`src/rtl/core/a32c_pkg.sv`:
```
// Shared constants and a helper function for the eight-byte Adler-32 checksum block.
// No dependencies; every other file in rtl/core refers to this package by scoped names.
`default_nettype none

package a32c_pkg;

	// Adler-32 modulus, and 2^16 reduced modulo that modulus.
	localparam int unsigned ADLER_MOD  = 65521;
	localparam int unsigned ADLER_FOLD = 15;

	localparam int unsigned BYTES_PER_WORD = 8;
	localparam int unsigned LANES_DEF      = 8;

	localparam int unsigned BYTE_W    = 8;
	localparam int unsigned DATA_W    = 64;
	localparam int unsigned CNT_W     = 4;
	localparam int unsigned SUM_W     = 16;
	localparam int unsigned CSUM_W    = 32;
	// A byte times a weight of at most eight fits in 11 bits.
	localparam int unsigned WBYTE_W   = 11;
	// Up to eight bytes summed: at most 2040.
	localparam int unsigned BSUM_W    = 11;
	// Weighted sum with weights 8 down to 1: at most 36 * 255 = 9180.
	localparam int unsigned WSUM_W    = 14;
	// One bit above a 16-bit sum, enough for a value below twice the modulus.
	localparam int unsigned RED_W     = 17;
	// Raw s2 before reduction: s2 + 8 * s1 + weighted sum stays below 2^20.
	localparam int unsigned S2RAW_W   = 20;

	// Control that goes with one transaction into the accumulate stage.
	typedef struct packed {
		logic load;
		logic last;
	} acc_ctl_t;

	// Reduces a value below twice the modulus with one compare and subtract.
	function automatic logic [SUM_W-1:0] mod_once(input logic [RED_W-1:0] x);
		logic [RED_W-1:0] diff;
		diff = x - RED_W'(ADLER_MOD);
		mod_once = (x >= RED_W'(ADLER_MOD)) ? diff[SUM_W-1:0] : x[SUM_W-1:0];
	endfunction

endpackage

`default_nettype wire

```
`src/rtl/core/a32c_if.sv`:
```
// Channel interfaces of the Adler-32 block: byte stream, checksum results and seed writes.
// Depends on a32c_pkg for field widths.
`default_nettype none

interface a32c_in_if;
	logic                                valid;
	logic                                ready;
	logic [a32c_pkg::DATA_W-1:0]         data;
	logic [a32c_pkg::CNT_W-1:0]          byte_count;
	logic                                last;

	modport source (output valid, output data, output byte_count, output last, input ready);
	modport sink   (input valid, input data, input byte_count, input last, output ready);
endinterface

interface a32c_out_if;
	logic                                valid;
	logic                                ready;
	logic [a32c_pkg::CSUM_W-1:0]         checksum;
	logic                                final_res;

	modport source (output valid, output checksum, output final_res, input ready);
	modport sink   (input valid, input checksum, input final_res, output ready);
endinterface

interface a32c_cfg_if;
	logic                                valid;
	logic                                ready;
	logic [a32c_pkg::CSUM_W-1:0]         seed;

	modport source (output valid, output seed, input ready);
	modport sink   (input valid, input seed, output ready);
endinterface

`default_nettype wire

```
`src/rtl/core/a32c_lane.sv`:
```
// One byte lane: masks its byte by the valid count and forms the byte times its s2 weight.
// Depends on a32c_pkg for widths.
`default_nettype none

module a32c_lane #(
	parameter int unsigned LANE_IDX = 0
) (
	input  wire logic                              clk,
	input  wire logic                              en,
	input  wire logic [a32c_pkg::BYTE_W-1:0]       byte_in,
	input  wire logic [a32c_pkg::CNT_W-1:0]        n,
	output logic      [a32c_pkg::BYTE_W-1:0]       byte_s1,
	output logic      [a32c_pkg::WBYTE_W-1:0]      wbyte_s1
);

	logic                                          active;
	logic [a32c_pkg::CNT_W-1:0]                    weight;
	logic [a32c_pkg::BYTE_W-1:0]                   masked;
	logic [a32c_pkg::BYTE_W+a32c_pkg::CNT_W-1:0]   prod;

	// Byte i is added before the remaining n - i additions into s2, so it counts n - i times.
	always_comb begin
		active = n > a32c_pkg::CNT_W'(LANE_IDX);
		weight = n - a32c_pkg::CNT_W'(LANE_IDX);
		masked = active ? byte_in : '0;
		prod   = {{a32c_pkg::CNT_W{1'b0}}, masked} * {{a32c_pkg::BYTE_W{1'b0}}, weight};
	end

	always_ff @(posedge clk) begin
		if (en) begin
			byte_s1  <= masked;
			wbyte_s1 <= prod[a32c_pkg::WBYTE_W-1:0];
		end
	end

endmodule

`default_nettype wire

```
`src/rtl/core/a32c_merge.sv`:
```
// Merge stage: adds the lane bytes and the weighted lane bytes into two registered sums.
// Depends on a32c_pkg for widths.
`default_nettype none

module a32c_merge #(
	parameter int unsigned LANES = a32c_pkg::LANES_DEF
) (
	input  wire logic                              clk,
	input  wire logic                              en,
	input  wire logic [a32c_pkg::BYTE_W-1:0]       byte_s1  [LANES],
	input  wire logic [a32c_pkg::WBYTE_W-1:0]      wbyte_s1 [LANES],
	output logic      [a32c_pkg::BSUM_W-1:0]       bsum_s2,
	output logic      [a32c_pkg::WSUM_W-1:0]       wsum_s2
);

	logic [a32c_pkg::BSUM_W-1:0] bsum;
	logic [a32c_pkg::WSUM_W-1:0] wsum;

	always_comb begin
		bsum = '0;
		wsum = '0;
		for (int unsigned i = 0; i < LANES; i++) begin
			bsum = bsum + a32c_pkg::BSUM_W'(byte_s1[i]);
			wsum = wsum + a32c_pkg::WSUM_W'(wbyte_s1[i]);
		end
	end

	always_ff @(posedge clk) begin
		if (en) begin
			bsum_s2 <= bsum;
			wsum_s2 <= wsum;
		end
	end

endmodule

`default_nettype wire

```
`src/rtl/core/a32c_accum.sv`:
```
// Accumulate: holds s1, s2; on load folds in one merged transaction a cycle, reduces mod 65521.
// Depends on a32c_pkg for widths, the modulus and the reduction function.
`default_nettype none

module a32c_accum (
	input  wire logic                              clk,
	input  wire logic                              arst_n,
	input  wire a32c_pkg::acc_ctl_t                ctl,
	input  wire logic [a32c_pkg::CNT_W-1:0]        n,
	input  wire logic [a32c_pkg::BSUM_W-1:0]       bsum,
	input  wire logic [a32c_pkg::WSUM_W-1:0]       wsum,
	input  wire logic [a32c_pkg::SUM_W-1:0]        seed_lo,
	input  wire logic [a32c_pkg::SUM_W-1:0]        seed_hi,
	output logic      [a32c_pkg::SUM_W-1:0]        sum_low_q,
	output logic      [a32c_pkg::SUM_W-1:0]        sum_high_q,
	output logic                                   final_q
);

	logic                                in_stream_q;
	logic [a32c_pkg::SUM_W-1:0]          base1;
	logic [a32c_pkg::SUM_W-1:0]          base2;
	logic [a32c_pkg::RED_W-1:0]          s1_raw;
	logic [a32c_pkg::S2RAW_W-1:0]        s2_raw;
	logic [a32c_pkg::RED_W-1:0]          s2_fold;
	logic [a32c_pkg::SUM_W-1:0]          s1_next;
	logic [a32c_pkg::SUM_W-1:0]          s2_next;

	always_comb begin
		// A new stream starts from the seed halves, already reduced when written.
		base1  = in_stream_q ? sum_low_q  : seed_lo;
		base2  = in_stream_q ? sum_high_q : seed_hi;
		s1_raw = a32c_pkg::RED_W'(base1) + a32c_pkg::RED_W'(bsum);
		s2_raw = a32c_pkg::S2RAW_W'(base2)
		       + a32c_pkg::S2RAW_W'(n) * a32c_pkg::S2RAW_W'(base1)
		       + a32c_pkg::S2RAW_W'(wsum);
		// 2^16 is 15 modulo 65521, so the bits above 16 fold back in times 15.
		s2_fold = a32c_pkg::RED_W'(s2_raw[a32c_pkg::SUM_W-1:0])
		        + a32c_pkg::RED_W'(s2_raw[a32c_pkg::S2RAW_W-1:a32c_pkg::SUM_W])
		          * a32c_pkg::RED_W'(a32c_pkg::ADLER_FOLD);
		s1_next = a32c_pkg::mod_once(s1_raw);
		s2_next = a32c_pkg::mod_once(s2_fold);
	end

	always_ff @(posedge clk or negedge arst_n) begin
		if (!arst_n) begin
			sum_low_q   <= '0;
			sum_high_q  <= '0;
			in_stream_q <= 1'b0;
			final_q     <= 1'b0;
		end else if (ctl.load) begin
			sum_low_q   <= s1_next;
			sum_high_q  <= s2_next;
			in_stream_q <= !ctl.last;
			final_q     <= ctl.last;
		end
	end

endmodule

`default_nettype wire

```
`src/rtl/core/adler32_checksum_8byte.sv`:
```
// Top level of the eight-byte-per-cycle Adler-32 checksum: lanes, merge and accumulate stages.
// Depends on a32c_pkg, the channel interfaces in a32c_if.sv, a32c_lane, a32c_merge, a32c_accum.
//
//   Channel   Dir   Carries                                  Transaction when
//   -------   ---   --------------------------------------   -------------------------
//   stream    in    data[63:0], byte_count[3:0], last        stream.valid & stream.ready
//   result    out   checksum[31:0], final_res                result.valid & result.ready
//   cfg       in    seed[31:0]                               cfg.valid & cfg.ready
//
// Every accepted stream transaction produces exactly one result, after the lane, merge and
// accumulate registers. One transaction enters per cycle while the output side is not stalled;
// that rate is set by the s1/s2 update in the accumulate stage, whose loop holds one 4x16
// multiply and two compare-and-subtract reductions.
// Reset (arst_n low) empties the pipeline, clears s1, s2 and the open-stream flag, and sets the
// seed to 1. A stalled result holds the output register while the lane and merge stages keep
// filling, so up to three transactions are held before stream.ready drops.
`default_nettype none

module adler32_checksum_8byte #(
	parameter int unsigned LANES = a32c_pkg::LANES_DEF
) (
	input  wire logic         clk,
	input  wire logic         arst_n,
	a32c_in_if.sink           stream,
	a32c_out_if.source        result,
	a32c_cfg_if.sink          cfg
);

	// Bytes beyond the eighth do not exist, so lanes past eight would never be active.
	localparam int unsigned EffLanes =
		(LANES > a32c_pkg::BYTES_PER_WORD) ? a32c_pkg::BYTES_PER_WORD : LANES;

	// Handshake state of the three stages.
	logic v_s1;
	logic v_s2;
	logic out_v_q;
	logic out_take;
	logic s2_en;
	logic s1_en;

	// Count and last mark travel beside the lane data.
	logic [a32c_pkg::CNT_W-1:0]   n_sat;
	logic [a32c_pkg::CNT_W-1:0]   n_s1;
	logic [a32c_pkg::CNT_W-1:0]   n_s2;
	logic                         last_s1;
	logic                         last_s2;

	// Seed halves, stored already reduced modulo 65521.
	logic [a32c_pkg::SUM_W-1:0]   seed_lo_q;
	logic [a32c_pkg::SUM_W-1:0]   seed_hi_q;

	logic [a32c_pkg::BYTE_W-1:0]  byte_s1  [EffLanes];
	logic [a32c_pkg::WBYTE_W-1:0] wbyte_s1 [EffLanes];
	logic [a32c_pkg::BSUM_W-1:0]  bsum_s2;
	logic [a32c_pkg::WSUM_W-1:0]  wsum_s2;

	a32c_pkg::acc_ctl_t           acc_ctl;
	logic [a32c_pkg::SUM_W-1:0]   sum_low;
	logic [a32c_pkg::SUM_W-1:0]   sum_high;
	logic                         final_flag;

	// Each stage moves forward when it is empty or when the stage after it moves, so bubbles
	// collapse and new transactions are taken while a result waits at the output.
	always_comb begin
		out_take = !out_v_q || result.ready;
		s2_en    = !v_s2 || out_take;
		s1_en    = !v_s1 || s2_en;
		// A count above the number of lanes is clipped to the number of lanes.
		n_sat    = (stream.byte_count > a32c_pkg::CNT_W'(EffLanes))
		           ? a32c_pkg::CNT_W'(EffLanes) : stream.byte_count;
		acc_ctl.load = out_take && v_s2;
		acc_ctl.last = last_s2;
	end

	assign stream.ready = s1_en;
	assign cfg.ready    = 1'b1;

	always_ff @(posedge clk or negedge arst_n) begin
		if (!arst_n) begin
			v_s1    <= 1'b0;
			v_s2    <= 1'b0;
			out_v_q <= 1'b0;
		end else begin
			if (s1_en) begin
				v_s1 <= stream.valid;
			end
			if (s2_en) begin
				v_s2 <= v_s1;
			end
			if (out_take) begin
				out_v_q <= v_s2;
			end
		end
	end

	always_ff @(posedge clk) begin
		if (s1_en) begin
			n_s1    <= n_sat;
			last_s1 <= stream.last;
		end
		if (s2_en) begin
			n_s2    <= n_s1;
			last_s2 <= last_s1;
		end
	end

	// The seed takes effect at the next stream start; reset value is s1 = 1, s2 = 0.
	always_ff @(posedge clk or negedge arst_n) begin
		if (!arst_n) begin
			seed_lo_q <= a32c_pkg::SUM_W'(1);
			seed_hi_q <= '0;
		end else if (cfg.valid) begin
			seed_lo_q <= a32c_pkg::mod_once({1'b0, cfg.seed[a32c_pkg::SUM_W-1:0]});
			seed_hi_q <= a32c_pkg::mod_once({1'b0, cfg.seed[a32c_pkg::CSUM_W-1:a32c_pkg::SUM_W]});
		end
	end

	// Lane i takes byte i, the first byte sitting in the top bits of data.
	for (genvar i = 0; i < EffLanes; i++) begin : g_lane
		a32c_lane #(
			.LANE_IDX (i)
		) u_lane (
			.clk      (clk),
			.en       (s1_en),
			.byte_in  (stream.data[a32c_pkg::DATA_W-1-a32c_pkg::BYTE_W*i -: a32c_pkg::BYTE_W]),
			.n        (n_sat),
			.byte_s1  (byte_s1[i]),
			.wbyte_s1 (wbyte_s1[i])
		);
	end

	a32c_merge #(
		.LANES (EffLanes)
	) u_merge (
		.clk      (clk),
		.en       (s2_en),
		.byte_s1  (byte_s1),
		.wbyte_s1 (wbyte_s1),
		.bsum_s2  (bsum_s2),
		.wsum_s2  (wsum_s2)
	);

	a32c_accum u_accum (
		.clk        (clk),
		.arst_n     (arst_n),
		.ctl        (acc_ctl),
		.n          (n_s2),
		.bsum       (bsum_s2),
		.wsum       (wsum_s2),
		.seed_lo    (seed_lo_q),
		.seed_hi    (seed_hi_q),
		.sum_low_q  (sum_low),
		.sum_high_q (sum_high),
		.final_q    (final_flag)
	);

	// The running sums change only when a new result loads, so they serve as the output register.
	assign result.valid     = out_v_q;
	assign result.checksum  = {sum_high, sum_low};
	assign result.final_res = final_flag;

endmodule

`default_nettype wire
```
`src/flat_wrapper.sv`:
```
// flat-port wrapper written by rule: the top's interface ports become plain ports
module adler32_checksum_8byte_flat 
#(
	parameter int unsigned LANES = a32c_pkg::LANES_DEF
)
  (clk, arst_n, stream_valid, stream_data, stream_byte_count, stream_last, stream_ready, result_valid, result_checksum, result_final_res, result_ready, cfg_valid, cfg_seed, cfg_ready);
  a32c_in_if stream_i ();
  a32c_out_if result_i ();
  a32c_cfg_if cfg_i ();
  input  wire logic clk;
  input  wire logic arst_n;
  input wire logic [$bits(stream_i.valid)-1:0] stream_valid;
  input wire logic [$bits(stream_i.data)-1:0] stream_data;
  input wire logic [$bits(stream_i.byte_count)-1:0] stream_byte_count;
  input wire logic [$bits(stream_i.last)-1:0] stream_last;
  output wire logic [$bits(stream_i.ready)-1:0] stream_ready;
  output wire logic [$bits(result_i.valid)-1:0] result_valid;
  output wire logic [$bits(result_i.checksum)-1:0] result_checksum;
  output wire logic [$bits(result_i.final_res)-1:0] result_final_res;
  input wire logic [$bits(result_i.ready)-1:0] result_ready;
  input wire logic [$bits(cfg_i.valid)-1:0] cfg_valid;
  input wire logic [$bits(cfg_i.seed)-1:0] cfg_seed;
  output wire logic [$bits(cfg_i.ready)-1:0] cfg_ready;
  assign stream_i.valid = stream_valid;
  assign stream_i.data = stream_data;
  assign stream_i.byte_count = stream_byte_count;
  assign stream_i.last = stream_last;
  assign stream_ready = stream_i.ready;
  assign result_valid = result_i.valid;
  assign result_checksum = result_i.checksum;
  assign result_final_res = result_i.final_res;
  assign result_i.ready = result_ready;
  assign cfg_i.valid = cfg_valid;
  assign cfg_i.seed = cfg_seed;
  assign cfg_ready = cfg_i.ready;
  adler32_checksum_8byte #(.LANES(LANES)) u_core (.clk(clk), .arst_n(arst_n), .stream(stream_i), .result(result_i), .cfg(cfg_i));
endmodule
```
`config.mk`:
```
export PLATFORM = sky130hd
export DESIGN_NAME = adler32_checksum_8byte_flat
export DESIGN_NICKNAME = d
export VERILOG_FILES = /design/src/rtl/core/a32c_pkg.sv /design/src/rtl/core/a32c_if.sv /design/src/rtl/core/a32c_lane.sv /design/src/rtl/core/a32c_merge.sv /design/src/rtl/core/a32c_accum.sv /design/src/rtl/core/adler32_checksum_8byte.sv /design/src/flat_wrapper.sv
export SDC_FILE = /design/constraint.sdc
export NUM_CORES = 1
export LEC_CHECK = 0
export ABC_AREA = 1
export BUFFER_PORTS_ARGS = -buffer_cell sky130_fd_sc_hd__buf_2
export CAP_MARGIN = 20
export CORE_ASPECT_RATIO = 0.9
export CORE_MARGIN = 3
export CORE_UTILIZATION = 54
export DETAILED_ROUTE_END_ITERATION = 10
export GPL_TIMING_DRIVEN = 0
export PLACE_DENSITY = 0.85
export RECOVER_POWER = 50
export SLEW_MARGIN = 20
export SYNTH_ARGS = -nofsm -noshare
export SYNTH_HDL_FRONTEND = slang
export SYNTH_HIERARCHICAL = 1
export SYNTH_SLANG_ARGS = --single-unit
```
`constraint.sdc`:
```
create_clock -name clk -period 8.1 [get_ports clk]
set_clock_uncertainty 0.1 [all_clocks]
set_input_delay 1.62 -clock clk [delete_from_list [all_inputs] [get_ports clk]]
set_output_delay 1.62 -clock clk [all_outputs]
set_load 0.1 [all_outputs]
```
* Yosys cells after proc, flatten, opt, wreduce, memory -nomap -nowiden
Index checks and enable logic that the tools add are counted.
Storage, ports and cells: register bits after elaboration 256, input bits 106, output and inout bits 36
Cells by class: add/sub/neg operators 29, $lt $le $gt $ge 13, multiply operators 10, muxes and demuxes 15, reductions and logical operators 8
Operator list (number):
- 16-bit 2-to-1 mux | 6
- 8-bit by 4-bit multiplier with 11-bit output | 8
- 8-bit 2-to-1 mux | 8
- 16-bit subtractor (second input constant) | 4
- 14-bit by 11-bit adder with 14-bit output | 4
- 11-bit by 8-bit adder with 11-bit output | 4
- 17-bit by 16-bit >= comparator with 1-bit output (second input constant) | 2
- 16-bit >= comparator (second input constant) | 2
- 16-bit by 20-bit adder with 20-bit output | 1
- 20-bit by 14-bit adder with 20-bit output | 1
- 4-bit by 16-bit multiplier with 20-bit output | 1
- 16-bit by 11-bit adder with 17-bit output | 1
- 16-bit by 8-bit adder with 17-bit output | 1
- 4-bit by 3-bit > comparator with 1-bit output (second input constant) | 4
- 4-bit by 3-bit subtractor with 4-bit output (second input constant) | 4
- 13-bit by 11-bit adder with 14-bit output | 1
- 12-bit by 11-bit adder with 13-bit output | 1
- 11-bit by 11-bit adder with 12-bit output | 1
- 10-bit by 8-bit adder with 11-bit output | 1
- 9-bit by 8-bit adder with 10-bit output | 1
- 8-bit by 8-bit adder with 9-bit output | 1
- 4-bit by 1-bit > comparator with 1-bit output (second input constant) | 2
- 4-bit by 2-bit > comparator with 1-bit output (second input constant) | 2
- 4-bit by 4-bit multiplier with 8-bit output (second input constant) | 1
- 7 further kinds | 13

* Longest topological paths before layout
depth in word-level cells 8, mapped depth 59, mapped depth without buffers 56

* By module
Netlist, hierarchy kept.
By module, submodules not included:
- a32c_accum | area each 6970.4 um^2, instances 1, seq. area each 850.8 um^2, cells each 1044
- a32c_merge | area each 4599.4 um^2, instances 1, seq. area each 750.7 um^2, cells each 480
- adler32_checksum_8byte | area each 2095.8 um^2, instances 1, seq. area each 1177.4 um^2, cells each 249
- a32c_lane (u_core.g_lane[3].u_lane) | area each 1666.6 um^2, instances 1, seq. area each 570.5 um^2, cells each 193
- a32c_lane (u_core.g_lane[5].u_lane) | area each 1647.8 um^2, instances 1, seq. area each 570.5 um^2, cells each 186
- a32c_lane (u_core.g_lane[1].u_lane) | area each 1635.3 um^2, instances 1, seq. area each 570.5 um^2, cells each 191
- a32c_lane (u_core.g_lane[2].u_lane) | area each 1634.1 um^2, instances 1, seq. area each 570.5 um^2, cells each 193
- a32c_lane (u_core.g_lane[4].u_lane) | area each 1626.6 um^2, instances 1, seq. area each 570.5 um^2, cells each 195
- a32c_lane (u_core.g_lane[0].u_lane) | area each 1601.5 um^2, instances 1, seq. area each 570.5 um^2, cells each 193
- a32c_lane (u_core.g_lane[6].u_lane) | area each 1585.3 um^2, instances 1, seq. area each 570.5 um^2, cells each 187
- a32c_lane (u_core.g_lane[7].u_lane) | area each 1565.3 um^2, instances 1, seq. area each 570.5 um^2, cells each 181

* Worst setup path before layout
No wires, ideal clock.
kind input-to-reg, start input port stream_byte_count[2], end register u_core/g_lane[5].u_lane/wbyte_s1[8] in the netlist's numbering, data pin, stages 19, slack -0.652 ns, required time 7.748 ns, buffers on the path 0, arrival time 8.400 ns, setup time 0.252 ns, cell sequence nor2_1 > nand2_1 > a21boi_0 > inv_2 > ha_1 > inv_1 > nand3_4 > nand2_4 > nand2_4 > or2_2 > fa_1 > inv_1 > fa_1 > inv_1 > fa_1 > o21ai_2 > nand3_1 > nand3_1 > nand2_1
Between the ends: word-level cells in the longest chain between the ends 5
RTL lines:
- from (decl) | RTL line flat_wrapper.sv:14 | input wire logic [$bits(stream_i.byte_count)-1:0] stream_byte_count;
- 4-bit > comparator (*) | RTL line adler32_checksum_8byte.sv:69 | n_sat = (stream.byte_count > a32c_pkg::CNT_W'(EffLanes))
- 4-bit 2-to-1 mux (*) | RTL line adler32_checksum_8byte.sv:70 | ? a32c_pkg::CNT_W'(EffLanes) : stream.byte_count;
- net u_core.n_sat (one bit) | RTL line adler32_checksum_8byte.sv:42 | logic [a32c_pkg::CNT_W-1:0] n_sat;
- 4-bit by 3-bit > comparator with 1-bit output | RTL line a32c_lane.sv:23 | active = n > a32c_pkg::CNT_W'(LANE_IDX);
- 8-bit 2-to-1 mux | RTL line a32c_lane.sv:25 | masked = active ? byte_in : '0;
- 8-bit by 4-bit multiplier with 11-bit output (*) | RTL line a32c_lane.sv:26 | prod = {{a32c_pkg::CNT_W{1'b0}}, masked} * {{a32c_pkg::BYTE_W{1'b0}}, weight};
- net u_core.g_lane[5].u_lane.prod (one bit) | RTL line a32c_lane.sv:19 | logic [a32c_pkg::BYTE_W+a32c_pkg::CNT_W-1:0] prod;
- to (signal assigned) | RTL line a32c_lane.sv:32 | wbyte_s1 <= prod[a32c_pkg::WBYTE_W-1:0];
- to (decl) | RTL line a32c_lane.sv:13 | output logic [a32c_pkg::WBYTE_W-1:0] wbyte_s1
Mark *: on every way through the listed nets, which the timed path passes. The rest lies on a longest branch. A chain may end at the register's enable or synchronous reset.

* Worst setup path after layout
start register u_core.u_accum.in_stream_q, end register u_core/u_accum/sum_high_q[4] in the netlist's numbering
Between the ends: word-level cells in the longest chain between the ends 8
RTL lines:
- from (decl) | RTL line a32c_accum.sv:19 | logic in_stream_q;
- from (signal assigned) | RTL line a32c_accum.sv:53 | in_stream_q <= !ctl.last;
- 16-bit 2-to-1 mux | RTL line a32c_accum.sv:30 | base1 = in_stream_q ? sum_low_q : seed_lo;
- 4-bit by 16-bit multiplier with 20-bit output | RTL line a32c_accum.sv:34 | + a32c_pkg::S2RAW_W'(n) * a32c_pkg::S2RAW_W'(base1)
- 16-bit by 20-bit adder with 20-bit output (*) | RTL line a32c_accum.sv:34
- 20-bit by 14-bit adder with 20-bit output (*) | RTL line a32c_accum.sv:35 | + a32c_pkg::S2RAW_W'(wsum);
- 4-bit by 4-bit multiplier with 8-bit output | RTL line a32c_accum.sv:39 | * a32c_pkg::RED_W'(a32c_pkg::ADLER_FOLD);
- 16-bit by 8-bit adder with 17-bit output (*) | RTL line a32c_accum.sv:38 | + a32c_pkg::RED_W'(s2_raw[a32c_pkg::S2RAW_W-1:a32c_pkg::SUM_W])
- 16-bit subtractor / 17-bit by 16-bit >= comparator with 1-bit output (equally long branches) | RTL line a32c_pkg.sv:39, a32c_pkg.sv:40
- 16-bit 2-to-1 mux (*) | RTL line a32c_pkg.sv:40 | mod_once = (x >= RED_W'(ADLER_MOD)) ? diff[SUM_W-1:0] : x[SUM_W-1:0];
- to (signal assigned) | RTL line a32c_accum.sv:52 | sum_high_q <= s2_next;
- to (decl) | RTL line a32c_accum.sv:15 | output logic [a32c_pkg::SUM_W-1:0] sum_high_q,
Every way passes the cells marked *; elsewhere a longest branch is shown, timed or not.

==> metrics.cfg <==
[outcome]
status=finished, violations left
violations=capacitance limit, slew limit, setup timing

[synthesis]
synth_cell_types=51
synth-compound-area-share=0.0320
netlist_area_mm2=0.0266
synth.area.top_cells=edfxtp_1, fa_1, nand2_1
synthXorXnorAreaFrac=0.0255
synth.area.mux_share=0.00338
synth_top_family_by_area=adder cells
synth_top_area_frac=0.211
avgSynthCellArea_um2=8.09
ys_ff_latch=256
yosysSeqAreaShare=0.276
synth-simple-area-share=0.235
synthAdderAreaFrac=0.304
synth.net_count=3881
yosys_warnings=6
yosysTopAreaCell=edfxtp_1
synthCells=3292

[clocking]
cts_tree=built
cts_max_level=1
clk_pin_slew_ns=0.06
cts_max_path_buffers=3
clock_latency_ns=0.60
hold_buffers=0
numCtsBuffers=28
cts.sinks=256
cts-root-buf=clkbuf_16

[sta]
tns_ns=-12.30
setup_slack_ns=-0.767
tightest_slew_ns=3.28
max_freq_mhz=113
finalSetupViolations=30
rsz0062_at_grt=true
hold_viol_final=0
fin_crit_ns=8.87
drv_slew=211
fin_crit_sh=1.09
hold_slack_ns=0.320
slew_headroom=-1.21

[die]
io_pins=142
std_cell_rows=76
dieArea_mm2=0.0520
die_y_um=217
core_region_area_mm2=0.0483
initial_core_util=0.551
die_x_um=240

[drt]
dr_total_vias=23700
drtAntennaViolNets=0
drtIter0Drc=2214
drt-pass1-iter-count=7
finalWirelength_um=79600
drc=0
vias_per_cell=5.52
routedWlPerCell_um=18.5

[worst_setup_path]
cp_max_fo=5
cp-end-kind=register
cp.required_ns=8.48
cp-start-kind=register
slowest_delay_ns=0.71
cp.arrival_ns=9.25
crit_type=register to register
critPathSlowestCell=fa_1

[job]
max_cap_viol_count=6

[layout]
fill_cells=3483
nets=4235
drive_above_1_share=0.207
areaGrowthSynthToFinish_pct=19.8
n_antenna_cell=0

[global_route]
grt-ovfl-total=0
grtUsageTotal=0.285
grt_pass1_wl_um=118000
antenna_found_initial=0
grt_pass1_vias=23300
grt_max_degree=62

[placement]
port_buffers=139
gp_congestion=0.937
dpl.hpwl_um=53700

[hold_path]
hp-class=register to register

## worst max-delay path, delay by kind of cell, from the launching register on
family	cells	cell delay (ns)
adders and majority gates	8	3.55
and+or+nand+nor	22	2.45
DFF	1	0.34
xor gates and xnor gates	1	0.14
buffers and inverters	15	1.34
AOI/OAI and AO/OA	5	0.79
## per-stage QoR
| step | setup slack, ns | cell area [um2] | cells | utilization |
|---|---|---|---|---|
| global placement | -2.09 | 28100 | 4055 | 0.582 |
| global route | -1.07 | 31900 | 4292 | 0.660 |
| floorplan | 0.0314 | 26600 | 3292 | - |
| detailed placement | -1.48 | 28400 | 4064 | 0.588 |
| finish | -0.767 | 31900 | 4292 | 0.660 |
| CTS | -0.0288 | 30900 | 4237 | 0.640 |
## synthesized netlist by cell type, drive strengths merged
cell type  number
dfrtp          68
edfxtp        187
a21o            5
inv           825
o21bai          7
a21boi          3
or2            28
ha            209
nor3b           1
nor3           10
buf            19
o21ai          39
xor2           56
a22oi           1
mux2i           9
a21oi          81
and2            1
nand3b          8
dfstp           1
nand4          40
clkbuf         18
conb            1
o21a            4
nand2         867
clkinv          1
fa            274
xnor2          19
nand3         203
a31oi           1
nor2          306
## logic make-up (layout without fill, tap and decap cells)
logic type	after synthesis	in the layout
DFF	256	256
adders and majority gates	483	483
xor gates and xnor gates	75	75
other	1	1
and+or+nand+nor	1464	1464
AOI/OAI and AO/OA	141	141
buffers and inverters	863	1239
muxes	9	9
## area by class of cell
type,count,area [um2],area share
multi-input combinational,2173,17200,0.539
sequential,256,7360,0.231
inverter,826,3110,0.0974
timing repair buffer,325,2270,0.0712
tap,624,781,0.0245
clock buffer,36,751,0.0235
buffer,36,244,0.00765
clock inverter,16,208,0.00651
## placed cells by master (no fill, tap or decap), drive strengths merged
cell        n
fa        274
edfxtp    187
mux2i       9
nor3b       1
nand3     203
o21ai      39
a31oi       1
or2        28
xor2       56
nand3b      8
clkinvlp    5
a22oi       1
a21oi      81
nand2     867
bufinv      3
o21bai      7
dfrtp      68
xnor2      19
dfstp       1
conb        1
inv       829
a21o        5
and2        1
nand4      40
buf       335
clkbuf     62
nor3       10
nor2      306
o21a        4
ha        209
clkinv      5
a21boi      3
## what timing repair did
action	4_1_cts	5_1_grt
buffers inserted	119	69
cloned	2	1
pin swaps	78	131
resized for setup	161	198
endpoints found under the setup margin	16	32
## flip-flops by register name (all words and copies together) (netlist names)
name	count
u_core/g_lane.u_lane/wbyte_s1	88
u_core/g_lane.u_lane/byte_s1	64
u_core/seed_hi_q	16
u_core/seed_lo_q	16
u_core/u_accum/sum_high_q	16
u_core/u_accum/sum_low_q	16
u_core/u_merge/wsum_s2	14
u_core/u_merge/bsum_s2	11
u_core/n_s1	4
u_core/n_s2	4
u_core/last_s1	1
u_core/last_s2	1
u_core/result.valid	1
u_core/u_accum/final_q	1
u_core/u_accum/in_stream_q	1
u_core/v_s1	1
u_core/v_s2	1
## routing by layer
| layer | part of all wire | global-route usage |
|---|---|---|
| met5 | 0 | 0 |
| met4 | 0.076 | 0.125 |
| met3 | 0.092 | 0.0411 |
| met2 | 0.47 | 0.496 |
| met1 | 0.36 | 0.352 |
## path summary, 6_finish.rpt
| check | startpoint | end | slack (ns) | cells past startpoint |
|---|---|---|---|---|
| worst min register to register | u_core/n_s1[1]$_DFFE_PP_ | u_core/n_s2[1]$_DFFE_PP_ | 0.32 | 0 |
| min in group asynchronous | arst_n | u_core/u_accum/final_q$_DFFE_PN0P_ | 0.99 | 1 |
| worst min-delay path | u_core/n_s1[1]$_DFFE_PP_ | u_core/n_s2[1]$_DFFE_PP_ | 0.32 | 0 |
| worst max-delay path | u_core/u_accum/in_stream_q$_DFFE_PN0P_ | u_core/u_accum/sum_high_q[4]$_DFFE_PN0P_ | -0.77 | 51 |
| worst max register to register | u_core/u_accum/in_stream_q$_DFFE_PN0P_ | u_core/u_accum/sum_high_q[4]$_DFFE_PN0P_ | -0.77 | 51 |
| max in group asynchronous | arst_n | u_core/u_accum/sum_low_q[2]$_DFFE_PN0P_ | 3.46 | 2 |
Power is left out: the tool's default activity adds up to more than one toggle a clock period on the data nets, which glitch-free logic cannot reach.
